## config.mk

```make
export PLATFORM = sky130hd
export DESIGN_NAME = calendar_time_add_subtract
export DESIGN_NICKNAME = d
export VERILOG_FILES = /design/src/rtl/core/cta_pkg.sv /design/src/rtl/core/calendar_time_add_subtract.sv /design/src/rtl/core/cta_ctrl.sv /design/src/rtl/core/cta_dp.sv
export VERILOG_INCLUDE_DIRS = /design/src /design/src/rtl/core
export SDC_FILE = /design/constraint.sdc
export NUM_CORES = 2
export LEC_CHECK = 0
export BUFFER_PORTS_ARGS = -buffer_cell sky130_fd_sc_hd__buf_2
export CAP_MARGIN = 25
export CORE_ASPECT_RATIO = 0.9
export CORE_MARGIN = 3
export CORE_UTILIZATION = 55
export DETAILED_ROUTE_END_ITERATION = 12
export PLACE_DENSITY = 0.82
export SYNTH_ARGS = -nofsm -noshare
export SYNTH_HDL_FRONTEND = slang
export SYNTH_SLANG_ARGS = --single-unit
```

## constraint.sdc

```tcl
create_clock -name clock -period 7.97 [get_ports clock]
set_input_delay 0.3985 -clock clock [delete_from_list [all_inputs] [get_ports clock]]
set_output_delay 0.3985 -clock clock [all_outputs]
set_load 0.005 [all_outputs]
```

## src/rtl/core/calendar_time_add_subtract_assert.svh

```systemverilog
// assertion macros shared by the calendar time add/subtract block
`ifndef CALENDAR_TIME_ADD_SUBTRACT_ASSERT_SVH
`define CALENDAR_TIME_ADD_SUBTRACT_ASSERT_SVH
`ifndef SYNTHESIS
`define CTA_ASSERT_IMP(lbl, clk, rst, a, b) \
   lbl: assert property (@(posedge clk) disable iff (rst) (a) |-> (b)) \
      else $error("assertion failed");
`define CTA_ASSERT_NXT(lbl, clk, rst, a, b) \
   lbl: assert property (@(posedge clk) disable iff (rst) (a) |=> (b)) \
      else $error("assertion failed");
`else
`define CTA_ASSERT_IMP(lbl, clk, rst, a, b)
`define CTA_ASSERT_NXT(lbl, clk, rst, a, b)
`endif
`endif

```

## src/rtl/core/cta_pkg.sv

```systemverilog
// shared types, constants and calendar helpers for the time add/subtract block
`timescale 1ns / 1ps
package cta_pkg;

   localparam logic [16:0] SecsPerDay  = 17'd86400;
   localparam logic [16:0] SecsPerHour = 17'd3600;
   localparam logic [16:0] SecsPerMin  = 17'd60;
   localparam logic [16:0] DaysPerCyc  = 17'd1461;
   // reciprocals: day is (x >> 7) / 675, hour is (x >> 4) / 225, minute is (x >> 2) / 15
   localparam logic [25:0] RecipDay    = 26'd50903317;
   localparam logic [13:0] RecipHour   = 14'd9321;
   localparam logic [10:0] RecipMin    = 11'd1093;
   localparam int          ReqDataW    = 80;
   localparam int          RspDataW    = 56;

   typedef enum logic [0:0] {
      OP_ADD = 1'b0,
      OP_SUB = 1'b1
   } op_type;

   typedef enum logic [1:0] {
      DIV_DAY = 2'd0,
      DIV_HR  = 2'd1,
      DIV_MIN = 2'd2
   } div_sel_type;

   typedef struct packed {
      logic        load;
      logic        div_step;
      div_sel_type div_sel;
      logic        adj;
      logic        cyc;
      logic        step;
      logic        hr_init;
      logic        mn_init;
      logic        out_load;
   } cmd_type;

   typedef struct packed {
      logic div_last;
      logic cyc_more;
      logic step_more;
   } stat_type;

   // days in a month under the divisible-by-4 leap rule
   function automatic logic [4:0] month_len(input logic [3:0] mon, input logic [15:0] yr);
      logic [4:0] len;
      case (mon)
         4'd2:                      len = (yr[1:0] == 2'd0) ? 5'd29 : 5'd28;
         4'd4, 4'd6, 4'd9, 4'd11:   len = 5'd30;
         default:                   len = 5'd31;
      endcase
      return len;
   endfunction

endpackage

```

## src/rtl/core/calendar_time_add_subtract.sv

```systemverilog
// top level: moves a calendar time point by a second count, forward or back
// sequence: day split, remainder merge, four-year hops, single day steps, hour split,
//   minute split and result load
// one item at a time: a new item is taken only when the sequencer is idle, which
// includes while the previous result waits in the output register
// reset (synchronous, active high) clears the sequencer and the output valid
`timescale 1ns / 1ps
module calendar_time_add_subtract (
   input  logic                          clock,
   input  logic                          reset,
   input  logic                          req_tvalid,
   output logic                          req_tready,
   // command
   input  logic                          req_tuser,
   // seconds_delta, year_in, month_in, day_in, weekday_in, hour_in, minute_in,
   // second_in, zero pad
   input  logic [cta_pkg::ReqDataW-1:0]  req_tdata,
   output logic                          rsp_tvalid,
   input  logic                          rsp_tready,
   // year_out, month_out, day_out, weekday_out, hour_out, minute_out, second_out,
   // pm_flag, hour_twelve, zero pad
   output logic [cta_pkg::RspDataW-1:0]  rsp_tdata
);

   cta_pkg::cmd_type  cmd;
   cta_pkg::stat_type stat;

   cta_ctrl u_ctrl (
      .clock      (clock),
      .reset      (reset),
      .req_tvalid (req_tvalid),
      .req_tready (req_tready),
      .rsp_tvalid (rsp_tvalid),
      .rsp_tready (rsp_tready),
      .stat       (stat),
      .cmd        (cmd)
   );

   cta_dp u_dp (
      .clock     (clock),
      .reset     (reset),
      .cmd       (cmd),
      .stat      (stat),
      .req_tuser (req_tuser),
      .req_tdata (req_tdata),
      .rsp_tdata (rsp_tdata)
   );

endmodule

```

## src/rtl/core/cta_ctrl.sv

```systemverilog
// sequencer for the time add/subtract block
`timescale 1ns / 1ps
`include "calendar_time_add_subtract_assert.svh"
module cta_ctrl (
   input  logic              clock,
   input  logic              reset,
   input  logic              req_tvalid,
   output logic              req_tready,
   output logic              rsp_tvalid,
   input  logic              rsp_tready,
   input  cta_pkg::stat_type stat,
   output cta_pkg::cmd_type  cmd
);

   typedef enum logic [3:0] {
      S_IDLE, S_DIVD, S_ADJ, S_CYC, S_STEP, S_DIVH, S_MINI, S_DIVM, S_DONE
   } state_type;

   state_type state_ff, state_in;
   logic      valid_ff, valid_in;
   logic      out_free;

   assign out_free   = !valid_ff || rsp_tready;
   assign req_tready = (state_ff == S_IDLE);
   assign rsp_tvalid = valid_ff;

   // command decode and next state
   always_comb begin
      cmd      = '0;
      cmd.div_sel = cta_pkg::DIV_DAY;
      state_in = state_ff;
      case (state_ff)
         S_IDLE: begin
            if (req_tvalid) begin
               cmd.load = 1'b1;
               state_in = S_DIVD;
            end
         end
         S_DIVD: begin
            cmd.div_step = 1'b1;
            if (stat.div_last) state_in = S_ADJ;
         end
         S_ADJ: begin
            cmd.adj  = 1'b1;
            state_in = S_CYC;
         end
         S_CYC: begin
            if (stat.cyc_more) cmd.cyc = 1'b1;
            else state_in = S_STEP;
         end
         S_STEP: begin
            if (stat.step_more) begin
               cmd.step = 1'b1;
            end else begin
               cmd.hr_init = 1'b1;
               state_in    = S_DIVH;
            end
         end
         S_DIVH: begin
            cmd.div_step = 1'b1;
            cmd.div_sel  = cta_pkg::DIV_HR;
            if (stat.div_last) state_in = S_MINI;
         end
         S_MINI: begin
            cmd.mn_init = 1'b1;
            state_in    = S_DIVM;
         end
         S_DIVM: begin
            cmd.div_step = 1'b1;
            cmd.div_sel  = cta_pkg::DIV_MIN;
            if (stat.div_last) state_in = S_DONE;
         end
         S_DONE: begin
            if (out_free) begin
               cmd.out_load = 1'b1;
               state_in     = S_IDLE;
            end
         end
         default: state_in = S_IDLE;
      endcase
   end

   // output valid tracking
   always_comb begin
      valid_in = valid_ff;
      if (rsp_tready) valid_in = 1'b0;
      if (cmd.out_load) valid_in = 1'b1;
   end

   // state and registered outputs
   always_ff @(posedge clock) begin
      if (reset) begin
         state_ff <= S_IDLE;
         valid_ff <= 1'b0;
      end else begin
         state_ff <= state_in;
         valid_ff <= valid_in;
      end
   end

   `CTA_ASSERT_IMP(a_load_free, clock, reset, cmd.out_load, out_free)
   `CTA_ASSERT_NXT(a_accept_div, clock, reset, req_tvalid && req_tready, state_ff == S_DIVD)
   `CTA_ASSERT_NXT(a_load_valid, clock, reset, cmd.out_load, valid_ff)

endmodule

```

## src/rtl/core/cta_dp.sv

```systemverilog
// datapath: field clamp, shared constant divider, day stepper and result register
`timescale 1ns / 1ps
`include "calendar_time_add_subtract_assert.svh"
module cta_dp (
   input  logic                           clock,
   input  logic                           reset,
   input  cta_pkg::cmd_type               cmd,
   output cta_pkg::stat_type              stat,
   input  logic                           req_tuser,
   input  logic [cta_pkg::ReqDataW-1:0]   req_tdata,
   output logic [cta_pkg::RspDataW-1:0]   rsp_tdata
);

   logic        op_ff, op_in;
   logic [15:0] yr_ff, yr_in;
   logic [3:0]  mon_ff, mon_in;
   logic [4:0]  day_ff, day_in;
   logic [2:0]  wd_ff, wd_in;
   logic [16:0] tod_ff, tod_in;
   logic [16:0] days_ff, days_in;
   logic [31:0] num_ff, num_in;
   logic [15:0] quo_ff, quo_in;
   logic        cnt_ff, cnt_in;
   logic [4:0]  hr_ff, hr_in;
   logic [cta_pkg::RspDataW-1:0] out_ff, out_in;

   // clamped input fields
   logic [3:0]  c_mon;
   logic [4:0]  c_day, c_hr, dim;
   logic [2:0]  c_wd;
   logic [5:0]  c_mn, c_sc;
   logic [15:0] f_yr;
   logic [3:0]  f_mon;
   logic [4:0]  f_day, f_hr;
   logic [2:0]  f_wd;
   logic [5:0]  f_mn, f_sc;

   assign f_yr  = req_tdata[47:32];
   assign f_mon = req_tdata[51:48];
   assign f_day = req_tdata[56:52];
   assign f_wd  = req_tdata[59:57];
   assign f_hr  = req_tdata[64:60];
   assign f_mn  = req_tdata[70:65];
   assign f_sc  = req_tdata[76:71];

   always_comb begin
      c_mon = (f_mon == 4'd0) ? 4'd1 : ((f_mon > 4'd12) ? 4'd12 : f_mon);
      dim   = cta_pkg::month_len(c_mon, f_yr);
      c_day = (f_day == 5'd0) ? 5'd1 : ((f_day > dim) ? dim : f_day);
      c_wd  = (f_wd > 3'd6) ? 3'd0 : f_wd;
      c_hr  = (f_hr > 5'd23) ? 5'd23 : f_hr;
      c_mn  = (f_mn > 6'd59) ? 6'd59 : f_mn;
      c_sc  = (f_sc > 6'd59) ? 6'd59 : f_sc;
   end

   // shared divider: reciprocal multiply for the quotient, then multiply back for the rest
   logic [16:0] div_d;
   logic [50:0] prod_day;
   logic [26:0] prod_hr;
   logic [20:0] prod_min;
   logic [15:0] quo_est;
   logic [31:0] quo_back;
   always_comb begin
      prod_day = {26'd0, num_ff[31:7]} * {25'd0, cta_pkg::RecipDay};
      prod_hr  = {14'd0, num_ff[16:4]} * {13'd0, cta_pkg::RecipHour};
      prod_min = {11'd0, num_ff[11:2]} * {10'd0, cta_pkg::RecipMin};
      case (cmd.div_sel)
         cta_pkg::DIV_DAY: begin
            div_d   = cta_pkg::SecsPerDay;
            quo_est = prod_day[50:35];
         end
         cta_pkg::DIV_HR: begin
            div_d   = cta_pkg::SecsPerHour;
            quo_est = {10'd0, prod_hr[26:21]};
         end
         cta_pkg::DIV_MIN: begin
            div_d   = cta_pkg::SecsPerMin;
            quo_est = {9'd0, prod_min[20:14]};
         end
         default: begin
            div_d   = cta_pkg::SecsPerMin;
            quo_est = {9'd0, prod_min[20:14]};
         end
      endcase
      quo_back = {16'd0, quo_ff} * {15'd0, div_d};
   end

   // remainder merge into the time of day
   logic [17:0] sum_tod;
   logic [16:0] rem17;
   assign rem17   = num_ff[16:0];
   assign sum_tod = {1'b0, tod_ff} + {1'b0, rem17};

   // day stepping
   logic [4:0]  cur_len, prev_len;
   logic [3:0]  prev_mon;
   logic [15:0] prev_yr;
   always_comb begin
      cur_len  = cta_pkg::month_len(mon_ff, yr_ff);
      prev_mon = (mon_ff > 4'd1) ? mon_ff - 4'd1 : 4'd12;
      prev_yr  = (mon_ff > 4'd1) ? yr_ff : yr_ff - 16'd1;
      prev_len = cta_pkg::month_len(prev_mon, prev_yr);
   end

   logic [4:0] hr_t;
   logic [5:0] mn_t;
   assign mn_t = quo_ff[5:0];
   assign hr_t = hr_ff;

   always_comb begin
      op_in = op_ff; yr_in = yr_ff; mon_in = mon_ff; day_in = day_ff; wd_in = wd_ff;
      tod_in = tod_ff; days_in = days_ff; num_in = num_ff; quo_in = quo_ff;
      cnt_in = cnt_ff; hr_in = hr_ff; out_in = out_ff;
      if (cmd.load) begin
         op_in  = req_tuser;
         yr_in  = f_yr;  mon_in = c_mon; day_in = c_day; wd_in = c_wd;
         tod_in = 17'(c_hr) * 17'd3600 + 17'(c_mn) * 17'd60 + 17'(c_sc);
         num_in = req_tdata[31:0];
         quo_in = '0;
         cnt_in = 1'b1;
      end
      // first step takes the quotient, second leaves the remainder in num
      if (cmd.div_step) begin
         if (cnt_ff) quo_in = quo_est;
         else num_in = num_ff - quo_back;
         cnt_in = 1'b0;
      end
      if (cmd.adj) begin
         if (op_ff == cta_pkg::OP_ADD) begin
            if (sum_tod >= {1'b0, cta_pkg::SecsPerDay}) begin
               tod_in  = 17'(sum_tod - {1'b0, cta_pkg::SecsPerDay});
               days_in = {1'b0, quo_ff} + 17'd1;
            end else begin
               tod_in  = sum_tod[16:0];
               days_in = {1'b0, quo_ff};
            end
         end else begin
            if (rem17 > tod_ff) begin
               tod_in  = 17'({1'b0, tod_ff} + {1'b0, cta_pkg::SecsPerDay} - {1'b0, rem17});
               days_in = {1'b0, quo_ff} + 17'd1;
            end else begin
               tod_in  = tod_ff - rem17;
               days_in = {1'b0, quo_ff};
            end
         end
      end
      if (cmd.cyc) begin
         days_in = days_ff - cta_pkg::DaysPerCyc;
         if (op_ff == cta_pkg::OP_ADD) begin
            yr_in = yr_ff + 16'd4;
            wd_in = (wd_ff >= 3'd2) ? wd_ff - 3'd2 : wd_ff + 3'd5;
         end else begin
            yr_in = yr_ff - 16'd4;
            wd_in = (wd_ff >= 3'd5) ? wd_ff - 3'd5 : wd_ff + 3'd2;
         end
      end
      if (cmd.step) begin
         days_in = days_ff - 17'd1;
         if (op_ff == cta_pkg::OP_ADD) begin
            wd_in = (wd_ff == 3'd6) ? 3'd0 : wd_ff + 3'd1;
            if (day_ff >= cur_len) begin
               day_in = 5'd1;
               if (mon_ff == 4'd12) begin
                  mon_in = 4'd1;
                  yr_in  = yr_ff + 16'd1;
               end else begin
                  mon_in = mon_ff + 4'd1;
               end
            end else begin
               day_in = day_ff + 5'd1;
            end
         end else begin
            wd_in = (wd_ff == 3'd0) ? 3'd6 : wd_ff - 3'd1;
            if (day_ff > 5'd1) begin
               day_in = day_ff - 5'd1;
            end else begin
               mon_in = prev_mon;
               yr_in  = prev_yr;
               day_in = prev_len;
            end
         end
      end
      if (cmd.hr_init) begin
         num_in = {15'd0, tod_ff};
         quo_in = '0;
         cnt_in = 1'b1;
      end
      if (cmd.mn_init) begin
         hr_in  = quo_ff[4:0];
         quo_in = '0;
         cnt_in = 1'b1;
      end
      if (cmd.out_load) begin
         out_in = {6'd0,
                   (hr_t > 5'd12) ? 4'(hr_t - 5'd12) : hr_t[3:0],
                   (hr_t > 5'd12),
                   num_ff[5:0], mn_t, hr_t, wd_ff, day_ff, mon_ff, yr_ff};
      end
   end

   always_ff @(posedge clock) begin
      op_ff <= op_in; yr_ff <= yr_in; mon_ff <= mon_in; day_ff <= day_in; wd_ff <= wd_in;
      tod_ff <= tod_in; days_ff <= days_in; num_ff <= num_in; quo_ff <= quo_in;
      cnt_ff <= cnt_in; hr_ff <= hr_in; out_ff <= out_in;
   end

   assign stat.div_last  = !cnt_ff;
   assign stat.cyc_more  = (days_ff >= cta_pkg::DaysPerCyc);
   assign stat.step_more = (days_ff != 17'd0);
   assign rsp_tdata      = out_ff;

   `CTA_ASSERT_IMP(a_step_done, clock, reset, cmd.hr_init, days_ff == 17'd0)
   `CTA_ASSERT_IMP(a_hour_range, clock, reset, cmd.mn_init, quo_ff < 16'd24)
   `CTA_ASSERT_NXT(a_tod_range, clock, reset, cmd.adj, tod_ff < cta_pkg::SecsPerDay)

endmodule

```

==> impl_metrics.json <==
{
  "status": "complete, no violations",
  "numCtsBuffers": 17,
  "ios": 143,
  "drive_above_1_share_pct": 7.54,
  "yosysSeqAreaShare_pct": 12.7,
  "global_route.overflow_total": 0,
  "cts_buffer_depth": 2,
  "layout-area-overhead-vs-synth_pct": 6.44,
  "cts_root_buf": "clkbuf_16",
  "synthArstFlopShare_pct": 0,
  "setup_tns_ns": 0,
  "cts.htree.levels": 4,
  "yosysUniqueCellTypes": 103,
  "dp_cells": 4881,
  "synth_top_area_share_pct": 24.0,
  "dr.pass1.iters": 6,
  "max_stage_delay_ns": 0.55,
  "drc_errors": 0,
  "grt_use_total_pct": 27.0,
  "setup_viol": 0,
  "min_path_type": "in -> reg",
  "crit_path_start": "u_ctrl.state_ff[0]",
  "syn_area_um2": 35500,
  "vias_per_cell": 5.77,
  "ctsHoldBuffers": 0,
  "cts_resized": 0,
  "r2r_start": "u_ctrl.state_ff[0]",
  "cts_tree": "done",
  "grt_start_max_net_pins": 65,
  "crit_fanout": 21,
  "synth-seq-cells": 170,
  "synthCells": 3967,
  "worstReg2RegEnd": "u_dp.num_ff[29]",
  "worst_slew_pin_slew_ns": 1.21,
  "crit_top_cell": "inv_1",
  "grt_pass1_vias": 28200,
  "crit_arrival_ns": 7.94,
  "worstSetupEndpointType": "flip-flop",
  "drt-total-wl_mm": 89.7,
  "wl_per_cell_um": 18.3,
  "crit_slowest_cell": "fa_1",
  "rsz0062_at_grt": "false",
  "post_cts.repair.setup_buffers": 0,
  "port_buffers": 133,
  "cp.required_ns": 8.34,
  "start_util_pct": 56.1,
  "vias": 28300,
  "fin_crit_ns": 7.56,
  "synth_area_leaders": "ha_1, fa_1, edfxtp_1, inv_1, a21oi_1",
  "ys_dominant_reg_cell": "edfxtp_1",
  "rrSetupSlack_ns": 0.41,
  "first_iter_violations": 2437,
  "ys.warnings.count": 0,
  "die_w_um": 274,
  "start_kind": "flip-flop",
  "maxSlewViolCount": 0,
  "antenna_left": 0,
  "criticalPathCategory": "reg -> reg",
  "skew_ns": 0.0198,
  "max_freq_mhz": 132,
  "hpwlAfterDp_mm": 74.2,
  "critPathCapture": "u_dp.num_ff[29]",
  "clk_transition_reported_paths_ns": 0.08,
  "fin_crit_sh_pct": 94.9,
  "cts_num_sinks": 170,
  "antenna_found_initial": 2,
  "drv_cap": 0,
  "die_area_um2": 67500,
  "chipHeight_um": 247,
  "nNetsFinal": 5228,
  "synth_top_cell_by_area": "ha_1",
  "maxSlewHeadroom_pct": 18.4,
  "synth_area_per_cell_um2": 8.94,
  "worstRegToRegCells": 29,
  "clk_latency_ns": 0.50,
  "synth-edff-count": 110,
  "final_hold_viol_count": 0,
  "gp_congestion": 0.986,
  "grt_pass1_wl_mm": 146,
  "fin_cells": 4915,
  "coreArea_um2": 63200,
  "rows": 87
}
==> cells in the final DEF, fill, tap and decap left out, drive strengths merged, types with 26 or more instances in the layout <==
cell	netlist	routed
nor3	63	63
dfxtp	60	60
nor2	156	156
nand2b	34	34
a21oi	244	244
xor2	49	49
edfxtp	110	110
inv	833	840
a31oi	40	40
a211oi	32	32
a21o	73	73
nor2b	32	32
or2	26	26
and3	31	31
fa	408	408
o211ai	26	26
ha	679	679
nand2	283	283
nand3	62	62
buf	37	194
xnor2	125	125
o21ai	137	137
==> through the flow <==
stage	worst slack (ns)	cell area [um^2]	hold WS, ns	utilization [%]
floorplan	0.480	35500	0.424	-
CTS	0.292	37700	0.0504	59.6
global route	0.00405	37700	0.0593	59.7
global placement	0.347	37100	0.442	58.7
detailed placement	0.326	37100	0.441	58.7
finish	0.407	37700	0.0725	59.7
==> layout make-up <==
type | instances | area, um^2
Antenna cell | 1 | 2.50
Clock buffer | 19 | 443
Clock inverter | 13 | 153
Fill cell | 5265 | 25500
Inverter | 834 | 3130
Multi-Input combinational cell | 2839 | 27300
Sequential cell | 170 | 4500
Tap cell | 845 | 1060
Timing Repair Buffer | 194 | 1140
==> cell usage after synthesis, types with 7 or more instances <==
master,n
a211o_1,8
a211oi_1,32
a21o_1,73
a21oi_1,241
a221o_1,10
a221oi_1,7
a22o_1,13
a22oi_1,14
a31oi_1,38
and2_1,14
and3_1,29
buf_1,15
buf_2,8
buf_4,10
clkbuf_1,91
dfxtp_1,60
edfxtp_1,110
fa_1,408
ha_1,679
inv_1,832
mux2i_1,10
nand2_1,281
nand2b_1,34
nand3_1,62
nand4_1,17
nor2_1,154
nor2b_1,31
nor3_1,58
nor3b_1,10
nor4_1,14
o211ai_1,24
o21a_1,17
o21ai_0,126
o21ai_1,9
o21bai_1,23
o221ai_1,12
o22ai_1,21
o31ai_1,11
or2_2,22
or3_1,23
xnor2_1,123
xor2_1,49
==> critical path: cells and delay by family (launching register included) <==
family / cells / cell delay, ns
fa+ha+maj: 7 / 3.29
flops: 1 / 0.33
compound gates: 8 / 1.83
buf+inv: 8 / 0.80
simple gates: 6 / 1.18
==> cells by family (layout without fill, tap and decap cells) <==
family                   count (synthesis)  count (layout)  synth area share, %
AO/OA/AOI/OAI                          762             762                 14.0
XOR/XNOR                               174             174                 4.37
adder cells (fa/ha/maj)               1087            1087                 47.0
buffers and inverters                  963            1060                 10.4
flip-flops                             170             170                 12.7
multiplexers                            14              14                0.409
other                                    1               7               0.0106
AND/OR/NAND/NOR                        796             796                 11.0
==> how the worst min path moves through the flow <==
stage                               from            endpoint  depth (start not counted)
after global placement     u_dp.hr_ff[4]  u_dp.rsp_tdata[32]                          0
after CTS                      req_tuser          u_dp.op_ff                          1
after detailed placement   u_dp.hr_ff[0]  u_dp.rsp_tdata[46]                          0
final                          req_tuser          u_dp.op_ff                          1
after global routing           req_tuser          u_dp.op_ff                          1
after floorplan           u_dp.quo_ff[2]       u_dp.hr_ff[2]                          0
==> flip-flops by register name, indices dropped and copies added (netlist names), 3 cells and up <==
register and cells:
u_ctrl.state_ff 4, u_dp.day_ff 5, u_dp.days_ff 17, u_dp.hr_ff 5, u_dp.mon_ff 4, u_dp.num_ff 32, u_dp.quo_ff 16, u_dp.rsp_tdata 48
u_dp.tod_ff 17, u_dp.wd_ff 3, u_dp.yr_ff 16
==> routing by layer <==
layer	up-vias	routed length (um)	track usage [%]
met1	13600	38200	37.1
met4	0	2930	8.90
li1	13400	-	-
met3	196	7170	4.61
met2	1168	41400	43.5
met5	-	0	0
Power is not shown: default switching activity piles up to over one toggle a cycle in this logic, so the estimate is an artifact.
